--- src/rtl/dfs_pkg.sv ---
`default_nettype none

package dfs_pkg;

    // Geometry and field widths
    localparam int DIM_W       = 13;
    localparam int MAX_DIM     = 4096;
    localparam int PIX_W       = 8;
    localparam int FRAME_W     = 8;
    localparam int MEAN_W      = 16;
    localparam int MEAN_FRAC   = 8;
    localparam int THRESH_W    = 8;
    localparam int LIMIT_W     = 8;
    localparam int CFG_IDX_W   = 2;
    localparam int CFG_DATA_W  = 13;

    localparam int GRID_DIVISOR_DEF = 32;
    localparam int QUEUE_DEPTH      = 2;

    // Rec.601 integer luma weights, scaled by 256
    localparam int LUMA_R = 77;
    localparam int LUMA_G = 150;
    localparam int LUMA_B = 29;

    // Register reset values
    localparam int WIDTH_RST  = 1920;
    localparam int HEIGHT_RST = 1080;
    localparam int THRESH_RST = 16;
    localparam int LIMIT_RST  = 60;

    typedef enum logic [CFG_IDX_W-1:0] {
        CFG_FRAME_WIDTH     = 2'd0,
        CFG_FRAME_HEIGHT    = 2'd1,
        CFG_BLACK_THRESHOLD = 2'd2,
        CFG_MAX_FRAMES      = 2'd3
    } cfg_reg_t;

    typedef enum logic [1:0] {
        DEC_SEARCH = 2'd0,
        DEC_BRIGHT = 2'd1,
        DEC_LIMIT  = 2'd2
    } decision_t;

    // Clamped frame size and grid step per axis
    typedef struct packed {
        logic [DIM_W-1:0] width;
        logic [DIM_W-1:0] height;
        logic [DIM_W-1:0] step_x;
        logic [DIM_W-1:0] step_y;
    } geometry_t;

    typedef struct packed {
        logic [THRESH_W-1:0] threshold;
        logic [LIMIT_W-1:0]  max_frames;
    } search_cfg_t;

    // Samples per frame stay below (2*divisor)^2
    function automatic int sample_count_width(input int grid_divisor);
        return $clog2(4 * grid_divisor * grid_divisor) + 1;
    endfunction

endpackage

`default_nettype wire

--- src/rtl/dfs_if.sv ---
`default_nettype none

interface dfs_pixel_if import dfs_pkg::*; ();
    logic             valid;
    logic             ready;
    logic [PIX_W-1:0] red;
    logic [PIX_W-1:0] green;
    logic [PIX_W-1:0] blue;

    modport source (output valid, output red, output green, output blue, input ready);
    modport sink   (input valid, input red, input green, input blue, output ready);
endinterface

interface dfs_result_if import dfs_pkg::*; ();
    logic               valid;
    logic               ready;
    logic [FRAME_W-1:0] frame_number;
    logic [MEAN_W-1:0]  mean_luma_q8;
    decision_t          decision;
    logic [FRAME_W-1:0] chosen_frame;

    modport source (output valid, output frame_number, output mean_luma_q8,
                    output decision, output chosen_frame, input ready);
    modport sink   (input valid, input frame_number, input mean_luma_q8,
                    input decision, input chosen_frame, output ready);
endinterface

`default_nettype wire

--- src/rtl/dfs_front.sv ---
`default_nettype none

module dfs_front import dfs_pkg::*; #(
    parameter int GRID_DIVISOR = GRID_DIVISOR_DEF
) (
    input  wire logic              clk,
    input  wire logic              rst_n,
    dfs_pixel_if.sink              pixel,
    input  geometry_t              geom,
    input  wire logic              push_ready,
    output logic                   push_valid,
    output logic [sample_count_width(GRID_DIVISOR)+PIX_W-1:0] push_sum,
    output logic [sample_count_width(GRID_DIVISOR)-1:0]       push_count
);

    localparam int CNT_W    = sample_count_width(GRID_DIVISOR);
    localparam int SUM_W    = CNT_W + PIX_W;
    localparam int MAX_STEP = MAX_DIM / GRID_DIVISOR;
    localparam int PH_W     = (MAX_STEP > 1) ? $clog2(MAX_STEP) : 1;
    localparam int POS_W    = DIM_W - 1;

    logic [POS_W-1:0] col_cnt_reg, col_cnt_next;
    logic [POS_W-1:0] row_cnt_reg, row_cnt_next;
    logic [PH_W-1:0]  col_phase_reg, col_phase_next;
    logic [PH_W-1:0]  row_phase_reg, row_phase_next;
    logic [SUM_W-1:0] sum_reg, sum_next;
    logic [CNT_W-1:0] cnt_reg, cnt_next;

    logic             accept;
    logic             sample;
    logic [15:0]      luma_full;
    logic [PIX_W-1:0] luma;
    logic [SUM_W-1:0] sum_acc;
    logic [CNT_W-1:0] cnt_acc;
    logic [DIM_W-1:0] col_inc, row_inc, colph_inc, rowph_inc;
    logic             col_end, row_end, frame_end;

    assign accept      = pixel.valid && pixel.ready;
    assign pixel.ready = push_ready;

    always_comb
    begin
        sample    = (col_phase_reg == '0) && (row_phase_reg == '0);
        luma_full = 16'(pixel.red)   * 16'(LUMA_R)
                  + 16'(pixel.green) * 16'(LUMA_G)
                  + 16'(pixel.blue)  * 16'(LUMA_B);
        luma      = luma_full[15:8];
        sum_acc   = sum_reg + (sample ? SUM_W'(luma) : '0);
        cnt_acc   = cnt_reg + CNT_W'(sample);

        // Bounds tested with >= so a shrunk size ends the line at once
        col_inc   = DIM_W'(col_cnt_reg) + DIM_W'(1);
        row_inc   = DIM_W'(row_cnt_reg) + DIM_W'(1);
        colph_inc = DIM_W'(col_phase_reg) + DIM_W'(1);
        rowph_inc = DIM_W'(row_phase_reg) + DIM_W'(1);
        col_end   = col_inc >= geom.width;
        row_end   = row_inc >= geom.height;
        frame_end = col_end && row_end;

        col_cnt_next   = col_end ? '0 : col_inc[POS_W-1:0];
        col_phase_next = (col_end || colph_inc >= geom.step_x) ? '0 : colph_inc[PH_W-1:0];
        row_cnt_next   = row_cnt_reg;
        row_phase_next = row_phase_reg;
        if (col_end)
        begin
            row_cnt_next   = row_end ? '0 : row_inc[POS_W-1:0];
            row_phase_next = (row_end || rowph_inc >= geom.step_y) ? '0 : rowph_inc[PH_W-1:0];
        end
        sum_next = frame_end ? '0 : sum_acc;
        cnt_next = frame_end ? '0 : cnt_acc;
    end

    assign push_valid = accept && frame_end;
    assign push_sum   = sum_acc;
    assign push_count = cnt_acc;

    always_ff @(posedge clk or negedge rst_n)
    begin
        if (!rst_n)
        begin
            col_cnt_reg   <= '0;
            row_cnt_reg   <= '0;
            col_phase_reg <= '0;
            row_phase_reg <= '0;
            sum_reg       <= '0;
            cnt_reg       <= '0;
        end
        else if (accept)
        begin
            col_cnt_reg   <= col_cnt_next;
            row_cnt_reg   <= row_cnt_next;
            col_phase_reg <= col_phase_next;
            row_phase_reg <= row_phase_next;
            sum_reg       <= sum_next;
            cnt_reg       <= cnt_next;
        end
    end

endmodule

`default_nettype wire

--- src/rtl/dfs_fifo.sv ---
`default_nettype none

module dfs_fifo import dfs_pkg::*; #(
    parameter int DATA_W = 8,
    parameter int DEPTH  = QUEUE_DEPTH
) (
    input  wire logic              clk,
    input  wire logic              rst_n,
    input  wire logic              push,
    input  wire logic [DATA_W-1:0] push_data,
    output logic                   not_full,
    input  wire logic              pop,
    output logic                   pop_valid,
    output logic [DATA_W-1:0]      pop_data
);

    localparam int PTR_W  = (DEPTH > 1) ? $clog2(DEPTH) : 1;
    localparam int FILL_W = $clog2(DEPTH + 1);

    logic [DATA_W-1:0] mem_reg [DEPTH];
    logic [PTR_W-1:0]  wr_ptr_reg, rd_ptr_reg;
    logic [FILL_W-1:0] fill_reg;

    function automatic logic [PTR_W-1:0] ptr_inc(input logic [PTR_W-1:0] p);
        return (p == PTR_W'(DEPTH - 1)) ? '0 : p + PTR_W'(1);
    endfunction

    assign not_full  = fill_reg != FILL_W'(DEPTH);
    assign pop_valid = fill_reg != '0;
    assign pop_data  = mem_reg[rd_ptr_reg];

    always_ff @(posedge clk)
    begin
        if (push)
        begin
            mem_reg[wr_ptr_reg] <= push_data;
        end
    end

    always_ff @(posedge clk or negedge rst_n)
    begin
        if (!rst_n)
        begin
            wr_ptr_reg <= '0;
            rd_ptr_reg <= '0;
            fill_reg   <= '0;
        end
        else
        begin
            if (push)
            begin
                wr_ptr_reg <= ptr_inc(wr_ptr_reg);
            end
            if (pop)
            begin
                rd_ptr_reg <= ptr_inc(rd_ptr_reg);
            end
            if (push && !pop)
            begin
                fill_reg <= fill_reg + FILL_W'(1);
            end
            else if (pop && !push)
            begin
                fill_reg <= fill_reg - FILL_W'(1);
            end
        end
    end

endmodule

`default_nettype wire

--- src/rtl/dfs_back.sv ---
`default_nettype none

module dfs_back import dfs_pkg::*; #(
    parameter int GRID_DIVISOR = GRID_DIVISOR_DEF
) (
    input  wire logic              clk,
    input  wire logic              rst_n,
    input  wire logic              q_valid,
    input  wire logic [sample_count_width(GRID_DIVISOR)+PIX_W-1:0] q_sum,
    input  wire logic [sample_count_width(GRID_DIVISOR)-1:0]       q_count,
    output logic                   q_pop,
    input  search_cfg_t            cfg,
    dfs_result_if.source           result
);

    localparam int CNT_W   = sample_count_width(GRID_DIVISOR);
    localparam int SUM_W   = CNT_W + PIX_W;
    localparam int STEP_W  = $clog2(MEAN_W);

    typedef enum logic [2:0] {
        ST_IDLE = 3'b001,
        ST_DIV  = 3'b010,
        ST_DONE = 3'b100
    } state_t;

    state_t             state_reg, state_next;
    logic [CNT_W-1:0]   rem_reg, rem_next;
    logic [CNT_W-1:0]   divisor_reg, divisor_next;
    logic [MEAN_W-1:0]  shreg_reg, shreg_next;
    logic [STEP_W-1:0]  step_reg, step_next;
    logic [SUM_W-1:0]   sum_reg, sum_next;
    logic [SUM_W-1:0]   prod_reg, prod_next;

    logic [FRAME_W-1:0] frames_seen_reg, frames_seen_next;
    logic [MEAN_W-1:0]  best_mean_reg, best_mean_next;
    logic [FRAME_W-1:0] best_frame_reg, best_frame_next;
    logic               best_valid_reg, best_valid_next;

    logic               res_valid_reg, res_valid_next;
    logic [FRAME_W-1:0] res_frame_reg, res_frame_next;
    logic [MEAN_W-1:0]  res_mean_reg, res_mean_next;
    decision_t          res_dec_reg, res_dec_next;
    logic [FRAME_W-1:0] res_chosen_reg, res_chosen_next;

    logic [CNT_W:0]     trial;
    logic               trial_ge;
    logic               finish;
    logic               take_best, bright, hit_limit;
    logic [FRAME_W-1:0] fs_inc;
    logic [LIMIT_W-1:0] limit;
    logic [FRAME_W-1:0] best_frame_upd;
    logic [MEAN_W-1:0]  best_mean_upd;

    assign result.valid        = res_valid_reg;
    assign result.frame_number = res_frame_reg;
    assign result.mean_luma_q8 = res_mean_reg;
    assign result.decision     = res_dec_reg;
    assign result.chosen_frame = res_chosen_reg;

    always_comb
    begin
        state_next       = state_reg;
        rem_next         = rem_reg;
        divisor_next     = divisor_reg;
        shreg_next       = shreg_reg;
        step_next        = step_reg;
        sum_next         = sum_reg;
        prod_next        = prod_reg;
        frames_seen_next = frames_seen_reg;
        best_mean_next   = best_mean_reg;
        best_frame_next  = best_frame_reg;
        best_valid_next  = best_valid_reg;
        res_frame_next   = res_frame_reg;
        res_mean_next    = res_mean_reg;
        res_dec_next     = res_dec_reg;
        res_chosen_next  = res_chosen_reg;
        res_valid_next   = res_valid_reg && !result.ready;
        q_pop            = 1'b0;
        finish           = 1'b0;

        // Restoring divide step: one quotient bit of sum*256/count
        trial    = {rem_reg, shreg_reg[MEAN_W-1]};
        trial_ge = trial >= {1'b0, divisor_reg};

        // Search bookkeeping for the frame in the divider
        take_best      = !best_valid_reg || (shreg_reg > best_mean_reg);
        best_mean_upd  = take_best ? shreg_reg : best_mean_reg;
        best_frame_upd = take_best ? frames_seen_reg : best_frame_reg;
        bright         = sum_reg >= prod_reg;
        fs_inc         = frames_seen_reg + FRAME_W'(1);
        limit          = (cfg.max_frames == '0) ? LIMIT_W'(1) : cfg.max_frames;
        hit_limit      = (fs_inc >= limit) || (fs_inc == '0);

        case (state_reg)
            ST_IDLE:
            begin
                if (q_valid)
                begin
                    q_pop        = 1'b1;
                    // Quotient fits 16 bits, so the top dividend bits are below count
                    rem_next     = q_sum[SUM_W-1:MEAN_FRAC];
                    shreg_next   = {q_sum[MEAN_FRAC-1:0], MEAN_FRAC'(0)};
                    divisor_next = q_count;
                    sum_next     = q_sum;
                    prod_next    = SUM_W'(cfg.threshold) * SUM_W'(q_count);
                    step_next    = '0;
                    state_next   = ST_DIV;
                end
            end
            ST_DIV:
            begin
                rem_next   = trial_ge ? CNT_W'(trial - {1'b0, divisor_reg})
                                      : trial[CNT_W-1:0];
                shreg_next = {shreg_reg[MEAN_W-2:0], trial_ge};
                step_next  = step_reg + STEP_W'(1);
                if (step_reg == STEP_W'(MEAN_W - 1))
                begin
                    state_next = ST_DONE;
                end
            end
            ST_DONE:
            begin
                finish = !res_valid_reg || result.ready;
            end
            default:
            begin
                state_next = ST_IDLE;
            end
        endcase

        if (finish)
        begin
            state_next      = ST_IDLE;
            res_valid_next  = 1'b1;
            res_frame_next  = frames_seen_reg;
            res_mean_next   = shreg_reg;
            best_mean_next  = best_mean_upd;
            best_frame_next = best_frame_upd;
            best_valid_next = 1'b1;
            if (bright)
            begin
                res_dec_next    = DEC_BRIGHT;
                res_chosen_next = frames_seen_reg;
            end
            else if (hit_limit)
            begin
                res_dec_next    = DEC_LIMIT;
                res_chosen_next = best_frame_upd;
            end
            else
            begin
                res_dec_next     = DEC_SEARCH;
                res_chosen_next  = '0;
                frames_seen_next = fs_inc;
            end
            if (bright || hit_limit)
            begin
                frames_seen_next = '0;
                best_mean_next   = '0;
                best_frame_next  = '0;
                best_valid_next  = 1'b0;
            end
        end
    end

    always_ff @(posedge clk)
    begin
        rem_reg        <= rem_next;
        divisor_reg    <= divisor_next;
        shreg_reg      <= shreg_next;
        sum_reg        <= sum_next;
        prod_reg       <= prod_next;
        res_frame_reg  <= res_frame_next;
        res_mean_reg   <= res_mean_next;
        res_dec_reg    <= res_dec_next;
        res_chosen_reg <= res_chosen_next;
    end

    always_ff @(posedge clk or negedge rst_n)
    begin
        if (!rst_n)
        begin
            state_reg       <= ST_IDLE;
            step_reg        <= '0;
            frames_seen_reg <= '0;
            best_mean_reg   <= '0;
            best_frame_reg  <= '0;
            best_valid_reg  <= 1'b0;
            res_valid_reg   <= 1'b0;
        end
        else
        begin
            state_reg       <= state_next;
            step_reg        <= step_next;
            frames_seen_reg <= frames_seen_next;
            best_mean_reg   <= best_mean_next;
            best_frame_reg  <= best_frame_next;
            best_valid_reg  <= best_valid_next;
            res_valid_reg   <= res_valid_next;
        end
    end

endmodule

`default_nettype wire

--- src/rtl/dark_frame_skip_selector_unit.sv ---
// Channel   Dir  Transaction                 Payload
// pixel     in   one RGB pixel, raster order red, green, blue (8 b each)
// result    out  one per frame end           frame_number, mean_luma_q8, decision,
//                                            chosen_frame
// cfg_*     in   write, no handshake         cfg_index selects the register
//
// Pixels are taken one per cycle while the frame-total queue has room.
// Each frame's totals pass through the frame-total queue; the back end pops them,
// runs the bit-serial mean divider, then settles the search and registers the result.
// The back end works on one frame total at a time; pixel ready drops
// only when two queued frames are waiting behind it.
// Reset (rst_n, async, low) loads register defaults; no clearing pass.
`default_nettype none

module dark_frame_skip_selector_unit import dfs_pkg::*; #(
    parameter int GRID_DIVISOR = GRID_DIVISOR_DEF
) (
    input  wire logic                  clk,
    input  wire logic                  rst_n,
    dfs_pixel_if.sink                  pixel,
    dfs_result_if.source               result,
    input  wire logic                  cfg_we,
    input  wire logic [CFG_IDX_W-1:0]  cfg_index,
    input  wire logic [CFG_DATA_W-1:0] cfg_data
);

    localparam int CNT_W = sample_count_width(GRID_DIVISOR);
    localparam int SUM_W = CNT_W + PIX_W;
    localparam int Q_W   = SUM_W + CNT_W;

    // Grid step = size / GRID_DIVISOR by reciprocal multiply; exact for 13-bit sizes
    localparam int RECIP_SH  = DIM_W + $clog2(GRID_DIVISOR);
    localparam int RECIP_MUL = ((2 ** RECIP_SH) + GRID_DIVISOR - 1) / GRID_DIVISOR;
    localparam int MUL_W     = DIM_W + 2;
    localparam int PROD_W    = DIM_W + MUL_W;

    localparam logic [DIM_W-1:0] STEP_X_RST =
        DIM_W'(((WIDTH_RST / GRID_DIVISOR) == 0) ? 1 : (WIDTH_RST / GRID_DIVISOR));
    localparam logic [DIM_W-1:0] STEP_Y_RST =
        DIM_W'(((HEIGHT_RST / GRID_DIVISOR) == 0) ? 1 : (HEIGHT_RST / GRID_DIVISOR));

    geometry_t   geom_reg;
    search_cfg_t search_reg;

    logic [DIM_W-1:0] cfg_dim;
    logic [DIM_W-1:0] cfg_step;
    logic [PROD_W-1:0] step_prod;

    logic             push_valid, push_ready;
    logic [SUM_W-1:0] push_sum;
    logic [CNT_W-1:0] push_count;
    logic             q_valid, q_pop;
    logic [Q_W-1:0]   q_data;

    // Sizes of zero act as one, sizes above 4096 as 4096
    always_comb
    begin
        if (cfg_data == '0)
        begin
            cfg_dim = DIM_W'(1);
        end
        else if (DIM_W'(cfg_data) > DIM_W'(MAX_DIM))
        begin
            cfg_dim = DIM_W'(MAX_DIM);
        end
        else
        begin
            cfg_dim = DIM_W'(cfg_data);
        end
        step_prod = PROD_W'(cfg_dim) * PROD_W'(RECIP_MUL);
        cfg_step  = DIM_W'(step_prod >> RECIP_SH);
        if (cfg_step == '0)
        begin
            cfg_step = DIM_W'(1);
        end
    end

    // Step is worked out when the size is written, so it applies from the next pixel
    always_ff @(posedge clk or negedge rst_n)
    begin
        if (!rst_n)
        begin
            geom_reg.width        <= DIM_W'(WIDTH_RST);
            geom_reg.height       <= DIM_W'(HEIGHT_RST);
            geom_reg.step_x       <= STEP_X_RST;
            geom_reg.step_y       <= STEP_Y_RST;
            search_reg.threshold  <= THRESH_W'(THRESH_RST);
            search_reg.max_frames <= LIMIT_W'(LIMIT_RST);
        end
        else if (cfg_we)
        begin
            case (cfg_reg_t'(cfg_index))
                CFG_FRAME_WIDTH:
                begin
                    geom_reg.width  <= cfg_dim;
                    geom_reg.step_x <= cfg_step;
                end
                CFG_FRAME_HEIGHT:
                begin
                    geom_reg.height <= cfg_dim;
                    geom_reg.step_y <= cfg_step;
                end
                CFG_BLACK_THRESHOLD:
                begin
                    search_reg.threshold <= cfg_data[THRESH_W-1:0];
                end
                CFG_MAX_FRAMES:
                begin
                    search_reg.max_frames <= cfg_data[LIMIT_W-1:0];
                end
                default:
                begin
                end
            endcase
        end
    end

    // Front: grid sampling, luma and per-frame totals
    dfs_front #(
        .GRID_DIVISOR (GRID_DIVISOR)
    ) u_front (
        .clk        (clk),
        .rst_n      (rst_n),
        .pixel      (pixel),
        .geom       (geom_reg),
        .push_ready (push_ready),
        .push_valid (push_valid),
        .push_sum   (push_sum),
        .push_count (push_count)
    );

    // Frame totals wait here while the divider is busy
    dfs_fifo #(
        .DATA_W (Q_W),
        .DEPTH  (QUEUE_DEPTH)
    ) u_queue (
        .clk       (clk),
        .rst_n     (rst_n),
        .push      (push_valid),
        .push_data ({push_sum, push_count}),
        .not_full  (push_ready),
        .pop       (q_pop),
        .pop_valid (q_valid),
        .pop_data  (q_data)
    );

    // Back: mean divider, threshold test and brightest-frame search
    dfs_back #(
        .GRID_DIVISOR (GRID_DIVISOR)
    ) u_back (
        .clk     (clk),
        .rst_n   (rst_n),
        .q_valid (q_valid),
        .q_sum   (q_data[Q_W-1:CNT_W]),
        .q_count (q_data[CNT_W-1:0]),
        .q_pop   (q_pop),
        .cfg     (search_reg),
        .result  (result)
    );

endmodule

`default_nettype wire

--- src/flat_wrapper.sv ---
// flat-port wrapper written by rule: the top's interface ports become plain ports
module dark_frame_skip_selector_unit_flat import dfs_pkg::*;
#(
    parameter int GRID_DIVISOR = GRID_DIVISOR_DEF
)
  (clk, rst_n, cfg_we, cfg_index, cfg_data, pixel_valid, pixel_red, pixel_green, pixel_blue, pixel_ready, result_valid, result_frame_number, result_mean_luma_q8, result_decision, result_chosen_frame, result_ready);
  dfs_pixel_if pixel_i ();
  dfs_result_if result_i ();
  input  wire logic clk;
  input  wire logic rst_n;
  input  wire logic cfg_we;
  input  wire logic [CFG_IDX_W-1:0] cfg_index;
  input  wire logic [CFG_DATA_W-1:0] cfg_data;
  input wire logic [$bits(pixel_i.valid)-1:0] pixel_valid;
  input wire logic [$bits(pixel_i.red)-1:0] pixel_red;
  input wire logic [$bits(pixel_i.green)-1:0] pixel_green;
  input wire logic [$bits(pixel_i.blue)-1:0] pixel_blue;
  output wire logic [$bits(pixel_i.ready)-1:0] pixel_ready;
  output wire logic [$bits(result_i.valid)-1:0] result_valid;
  output wire logic [$bits(result_i.frame_number)-1:0] result_frame_number;
  output wire logic [$bits(result_i.mean_luma_q8)-1:0] result_mean_luma_q8;
  output wire logic [$bits(result_i.decision)-1:0] result_decision;
  output wire logic [$bits(result_i.chosen_frame)-1:0] result_chosen_frame;
  input wire logic [$bits(result_i.ready)-1:0] result_ready;
  assign pixel_i.valid = pixel_valid;
  assign pixel_i.red = pixel_red;
  assign pixel_i.green = pixel_green;
  assign pixel_i.blue = pixel_blue;
  assign pixel_ready = pixel_i.ready;
  assign result_valid = result_i.valid;
  assign result_frame_number = result_i.frame_number;
  assign result_mean_luma_q8 = result_i.mean_luma_q8;
  assign result_decision = result_i.decision;
  assign result_chosen_frame = result_i.chosen_frame;
  assign result_i.ready = result_ready;
  dark_frame_skip_selector_unit #(.GRID_DIVISOR(GRID_DIVISOR)) u_core (.clk(clk), .rst_n(rst_n), .pixel(pixel_i), .result(result_i), .cfg_we(cfg_we), .cfg_index(cfg_index), .cfg_data(cfg_data));
endmodule
--- config.mk ---
export PLATFORM = sky130hd
export DESIGN_NAME = dark_frame_skip_selector_unit_flat
export DESIGN_NICKNAME = d
export VERILOG_FILES = /design/src/rtl/dfs_pkg.sv /design/src/rtl/dfs_if.sv /design/src/rtl/dfs_front.sv /design/src/rtl/dfs_fifo.sv /design/src/rtl/dfs_back.sv /design/src/rtl/dark_frame_skip_selector_unit.sv /design/src/flat_wrapper.sv
export SDC_FILE = /design/constraint.sdc
export NUM_CORES = 1
export LEC_CHECK = 0
export BUFFER_PORTS_ARGS = -buffer_cell sky130_fd_sc_hd__buf_2
export CAP_MARGIN = 0
export CORE_MARGIN = 3
export CORE_UTILIZATION = 25
export CTS_CLUSTER_DIAMETER = 100
export DETAILED_ROUTE_END_ITERATION = 10
export GPL_TIMING_DRIVEN = 0
export PLACE_DENSITY_LB_ADDON = 0.2
export SLEW_MARGIN = 10
export SYNTH_ARGS = -nofsm -noshare
export SYNTH_HDL_FRONTEND = slang
export SYNTH_SLANG_ARGS = --single-unit
--- constraint.sdc ---
create_clock -name clk -period 15.26 [get_ports clk]
set_input_delay 3.052 -clock clk [delete_from_list [all_inputs] [get_ports clk]]
set_output_delay 3.052 -clock clk [all_outputs]
set_load 0.02 [all_outputs]
==> results of run 1 <==
-- layout make-up --
cell class	count	area (sq um)	share of cell area, %
multi-input combinational	1546	12900	46.6
clock buffer	57	1130	4.07
tap	1265	1580	5.73
clock inverter	18	203	0.733
sequential	359	9940	36.0
buffer	69	299	1.08
timing repair buffer	85	513	1.86
inverter	289	1090	3.93
-- final timing paths --
path	start	end	slack, ns	depth (start not counted)
setup / recovery	pixel_green[4]	u_core.u_queue.mem_reg[1][33]$_DFFE_PP_	4.69	30
max in group asynchronous	rst_n	u_core.u_back.state_reg[0]$_DFFE_PN1P_	11.82	3
min in group asynchronous	rst_n	u_core.u_front.col_phase_reg[1]$_DFFE_PN0P_	2.32	1
setup reg to reg	u_core.u_queue.rd_ptr_reg$_DFFE_PN0P_	u_core.u_back.prod_reg[18]$_DFFE_PP_	8.45	18
hold reg to reg	u_core.u_back.frames_seen_reg[6]$_DFFE_PN0P_	u_core.u_back.result.frame_number[6]$_DFFE_PP_	0.44	0
hold / removal	u_core.u_back.frames_seen_reg[6]$_DFFE_PN0P_	u_core.u_back.result.frame_number[6]$_DFFE_PP_	0.44	0
-- per-stage QoR --
step	setup WS, ns	area, sq um	utilization, %
global placement	4.13	26200	27.4
CTS	4.65	27600	28.9
finish	4.69	27600	28.9
floorplan	4.99	24200	-
global route	4.29	27600	28.9
detailed placement	4.06	26300	27.5
-- power breakdown --
group	internal [mW]	switching [mW]
Combinational	1.41	1.95
Sequential	1.35	0.135
Clock	0.586	0.410
Total	3.35	2.50
-- placed cells by master, fill, tap and decap left out, types with 14 or more instances in the layout --
| cell | count |
|---|---|
| nor2_1 | 82 |
| and2_1 | 53 |
| edfxtp_1 | 186 |
| a21o_1 | 39 |
| nand2b_1 | 22 |
| nor4_1 | 16 |
| inv_1 | 285 |
| o22ai_1 | 19 |
| xor2_1 | 40 |
| ha_1 | 244 |
| dfrtp_1 | 153 |
| nand4_1 | 18 |
| clkbuf_1 | 65 |
| buf_2 | 82 |
| dfstp_2 | 20 |
| fa_1 | 123 |
| and3_1 | 27 |
| xnor2_1 | 66 |
| a22o_1 | 48 |
| nand2_1 | 202 |
| mux2_2 | 61 |
| nor2b_1 | 35 |
| nand3_1 | 59 |
| o21a_1 | 18 |
| o21ai_0 | 115 |
| a21oi_1 | 75 |
| o211ai_1 | 14 |
| nor3_1 | 35 |
| clkbuf_16 | 41 |
-- metal layers --
metal	routed length, um	vias to the layer above	track usage, %
met5	0	-	0
met4	1530	0	3.37
met3	2480	83	1.62
met2	28900	297	20.8
met1	30200	8431	17.9
li1	-	8112	-
-- logic make-up after synthesis --
family / synth area share (%)
simple gates: 12.4
flops: 41.0
buf+inv: 5.72
fa+ha+maj: 22.8
xor+xnor: 3.83
mux: 3.13
compound gates: 11.1
==> key figures, run 1 <==
Outcome
  – Status: finished clean

Critical path
  – Req. time, crit path: 15.55 ns
  – Most frequent CP cell: ha_1
  – Crit path largest cell delay: 0.56 ns
  – Crit path kind: in -> reg
  – Slowest CP cell: fa_1
  – CP Buf/Inv Count: 4
  – Max FO, Critical Path: 9
  – Worst Setup Start Kind: input port
  – Worst Setup End Kind: flip-flop
  – Crit path DAT: 10.86 ns
  – Top delay family on crit path: adder cells

Clock network
  – Clock latency on the worst-skew pair: 0.57 ns
  – CTS clk-pin slew, worst paths: 0.06 ns
  – Total CTS buffers: 41
  – Post-CTS Hold Buffers: 0
  – CTS resizes: 0
  – Clock sinks: 359
  – TritonCTS clock tree: built
  – Post-CTS Setup Repair Bufs: 0
  – Clock root buffer master: clkbuf_16
  – H-Tree Depth: 2
  – Longest Clk Path Bufs: 3

Timing
  – Final hold viol count: 0
  – Final hold slack: 0.439 ns
  – Tmin final: 10.57 ns
  – Slew @ Worst Pin: 1.25 ns
  – Top achievable clock speed: 94.6 MHz
  – Clock Skew: 0.0270 ns
  – Setup tns final: 0 ns
  – Period Utilization, post-route: 69.3%
  – Max_slew headroom: 16.1%
  – Fin. max-slew vios: 0
  – RSZ-0062 raised after global routing: no
  – Final setup viols: 0

Global routing
  – First-pass GRT wire length: 101 mm
  – GRT overflow: 0
  – GRT Util Overall: 12.8%
  – Vias in the first global route: 17598
  – Antenna violations before repair: 9
  – Largest net degree at the start of global routing: 77

Floorplan
  – Die height: 317 um
  – Core area: 95600 sq um
  – Core Rows: 113
  – Die Wd: 317 um
  – IO Pins: 80
  – Die ar.: 101000 sq um
  – Initial Utilization: 25.3%

Logic synthesis
  – Post-synth EDFFs: 186
  – Most frequent cell after synthesis: inv_1
  – Distinct cell type count of the synthesized netlist: 76
  – Top-area cell type share of the netlist area: 23.1%
  – Seq/Total Area, Yosys: 41.0%
  – Synth Area per Inst: 10.7 sq um
  – Dominant cell type by area after synthesis: edfxtp_1
  – Synthesized net count: 2674
  – #FFs+latches synth: 359
  – Ys async rst share: 48.2%
  – Synthesized area: 24200 sq um
  – Ys flop type: edfxtp_1
  – Commonest cells in the netlist: inv_1 (288), ha_1 (244), nand2_1 (202)
  – Post-Synthesis Cells: 2263
  – Synth top area cells: edfxtp_1 (23%), dfrtp_1 (16%), ha_1 (13%)
  – Yosys Warn Count: 0

Power and ir drop
  – Leakage power: 12.3 nW
  – Total chip power: 5.84 mW
  – Cell Pwr Density: 211 nW/um^2
  – Worst vdd ir: 0.142 mV

Detailed routing
  – Number of vias per cell: 4.59
  – Final wirelength: 63.1 mm
  – Average wire per standard cell: 17.1 um
  – Vias: 16923
  – Drc violations: 0
  – DRT iter0 DRCs: 959
  – First drt pass iteration count: 5
  – Antenna Violating Nets Remaining: 0

Placement
  – IO Port Bufs: 78
  – Placed Cells: 3613
  – DP HPWL: 48.5 mm
  – GPL Wtd Cong: 0.793

Final layout
  – Fin cells: 3688
  – Max reg flops: 68
  – Fillers: 9976
  – Final Net Count: 2802
  – Layout cells sized above 1: 11.2%
  – Area growth syn-to-layout: 14.2%
  – Antenna diodes: 0

Min path
  – Worst Hold Class: reg -> reg

Run
  – Max cap viols: 0
Note: power is estimated with default switching activity, not from simulation.
==> run 2: changes to the inputs <==
==> constraint.sdc (replaced) <==
create_clock -name clk -period 8.6 [get_ports clk]
set_input_delay 1.72 -clock clk [delete_from_list [all_inputs] [get_ports clk]]
set_output_delay 1.72 -clock clk [all_outputs]
set_load 0.02 [all_outputs]
==> run 2 against run 1 <==
Effect of this change: register-to-register slack worse by 6.6 ns; global-route usage fell by 0.34 points; sequential share of layout area fell by 0.47 points; flip-flop and latch count did not move; sequential power rose by 78%; non-clock buffer count is 12 higher; worst hold slack gained 0.0054 ns; die area unchanged; largest power group unchanged; critical path type unchanged; largest cell class unchanged; clock skew is 0.0033 ns lower; worst setup slack got worse by 4.4 ns; power up 82%.
==> key figures, run 2 (synthesis results as in run 1) <==
Final layout
  – Max reg flops: 68
  – Area occupied by multi-input gates: 13100 sq um
  – Commonest non-fill, non-tap cell in the layout: inv_1
  – Area growth syn-to-layout: 15.7%
  – Storage cell area: 9940 sq um
  – Final Net Count: 2817
  – Fin cells: 3705
  – Commonest non-fill, non-tap cells in the layout: inv_1 (282), ha_1 (239), nand2_1 (199), edfxtp_1 (186), dfrtp_1 (153)
  – Layout cells sized above 1: 13.1%
  – Fillers: 9957

Power and ir drop
  – Leakage power: 12.5 nW
  – Worst vdd ir: 0.255 mV
  – Cell Pwr Density: 381 nW/um^2

Clock network
  – Longest Clk Path Bufs: 3
  – Clock latency on the worst-skew pair: 0.56 ns
  – H-Tree Depth: 2
  – Clock sinks: 359
  – Clock root buffer master: clkbuf_16
  – CTS clk-pin slew, worst paths: 0.06 ns
  – TritonCTS clock tree: built
  – Post-CTS Hold Buffers: 0
  – Total CTS buffers: 42

Floorplan
  – Die Wd: 317 um
  – IO Pins: 80
  – Core Rows: 113
  – Core area: 95600 sq um
  – Die height: 317 um
  – Die ar.: 101000 sq um
  – Initial Utilization: 25.3%

Global routing
  – GRT Util Overall: 12.5%
  – Antenna violations before repair: 1
  – Vias in the first global route: 17545
  – First-pass GRT wire length: 98.7 mm
  – GRT overflow: 0
  – Largest net degree at the start of global routing: 90

Critical path
  – Top delay family on crit path: adder cells
  – Reg2Reg Setup Slack: 1.84 ns
  – Worst Setup End Kind: flip-flop
  – Worst setup path end: u_core.u_queue.mem_reg[1][32]$_DFFE_PP_
  – Crit path DAT: 8.60 ns
  – Req. time, crit path: 8.88 ns
  – CP Buf/Inv Count: 4
  – Worst reg2reg startpoint: u_core.u_queue.rd_ptr_reg$_DFFE_PN0P_
  – Stages on worst setup path: 31
  – Crit path from: pixel_green[4]
  – Crit path kind: in -> reg
  – Worst Setup Start Kind: input port
  – FF-to-FF End: u_core.u_back.prod_reg[18]$_DFFE_PP_
  – Slowest CP cell: fa_1
  – Crit path largest cell delay: 0.50 ns
  – Worst reg-to-reg path cell count: 18
  – Most frequent CP cell: fa_1
  – Max FO, Critical Path: 5

Timing
  – Max_slew headroom: 26.8%
  – Clock Skew: 0.0237 ns
  – Slew @ Worst Pin: 1.08 ns
  – Final hold viol count: 0
  – Period Utilization, post-route: 96.7%
  – Setup slack after layout: 0.280 ns
  – Top achievable clock speed: 120 MHz
  – Tmin final: 8.32 ns
  – Final hold slack: 0.444 ns
  – Fin. max-slew vios: 0
  – Final setup viols: 0

Placement
  – Placed Cells: 3612
  – IO Port Bufs: 78
  – GPL Wtd Cong: 0.819
  – DP HPWL: 47.8 mm
  – DP Worst Slack: -0.727 ns

Detailed routing
  – Drc violations: 0
  – Final wirelength: 62.2 mm
  – DRT iter0 DRCs: 796
  – Average wire per standard cell: 16.8 um
  – Vias: 16864
  – Number of vias per cell: 4.55
  – Antenna Violating Nets Remaining: 0
  – First drt pass iteration count: 5

Outcome
  – Status: finished clean

Run
  – Max cap viols: 0

Min path
  – Hold_sp: u_core.u_back.frames_seen_reg[2]$_DFFE_PN0P_
  – Worst Hold Class: reg -> reg
[run 2: changes by cell type in the layout (fill, tap and decap cells not counted), sizes merged]
cell | previous run | this run
clkbuf | 110 | 108
diode | 0 | 1
clkinvlp | 0 | 4
a21oi | 75 | 76
nand4 | 19 | 20
buf | 101 | 112
clkinv | 11 | 12
[run 2: worst min path at each step]
stage	slack [ns]	cells after the start	end
after floorplan	0.42	0	u_core.u_back.result.frame_number[2]$_DFFE_PP_
after detailed placement	0.44	0	u_core.u_back.result.frame_number[2]$_DFFE_PP_
final	0.44	0	u_core.u_back.result.frame_number[2]$_DFFE_PP_
after CTS	0.45	0	u_core.u_back.result.frame_number[2]$_DFFE_PP_
after global routing	0.48	0	u_core.u_back.result.frame_number[2]$_DFFE_PP_
after global placement	0.44	0	u_core.u_back.result.frame_number[2]$_DFFE_PP_
[run 2: per-layer routing]
layer,GRT usage (%),routed length [um],vias up
met4,3.09,1300,0
li1,-,-,8148
met1,17.7,30600,8372
met3,1.58,2000,76
met2,20.1,28300,268
met5,0,0,-
[run 2: area by class of cell]
class / instances / area share, %
clock inverter: 23 / 0.840
sequential: 359 / 35.5
antenna: 1 / 0.00893
timing repair buffer: 97 / 2.12
inverter: 289 / 3.88
tap: 1265 / 5.65
multi-input combinational: 1548 / 46.7
buffer: 69 / 1.07
clock buffer: 54 / 4.21
[run 2: report_power, final]
| group | internal (mW) | switching [mW] |
|---|---|---|
| clock | 1.09 | 0.745 |
| sequential | 2.40 | 0.246 |
| combinational | 2.62 | 3.55 |
[run 2: metrics by stage]
stage	area [sq um]	power, mW	setup TNS (ns)	utilization [%]
after floorplan	24300	7.18	0	-
after global placement	26300	8.69	-20.49	27.5
after detailed placement	26400	8.74	-22.58	27.6
after CTS	27800	10.7	0	29.1
after global routing	28000	11.7	-0.0109	29.3
final	28000	10.7	0	29.3
[run 2: repair_timing]
item | in CTS | in global routing
gates cloned | 0 | 2
resized for setup | 6 | 25
pin swaps | 1 | 26
buffers inserted | 2 | 11
endpoints found under the setup margin | 11 | 45
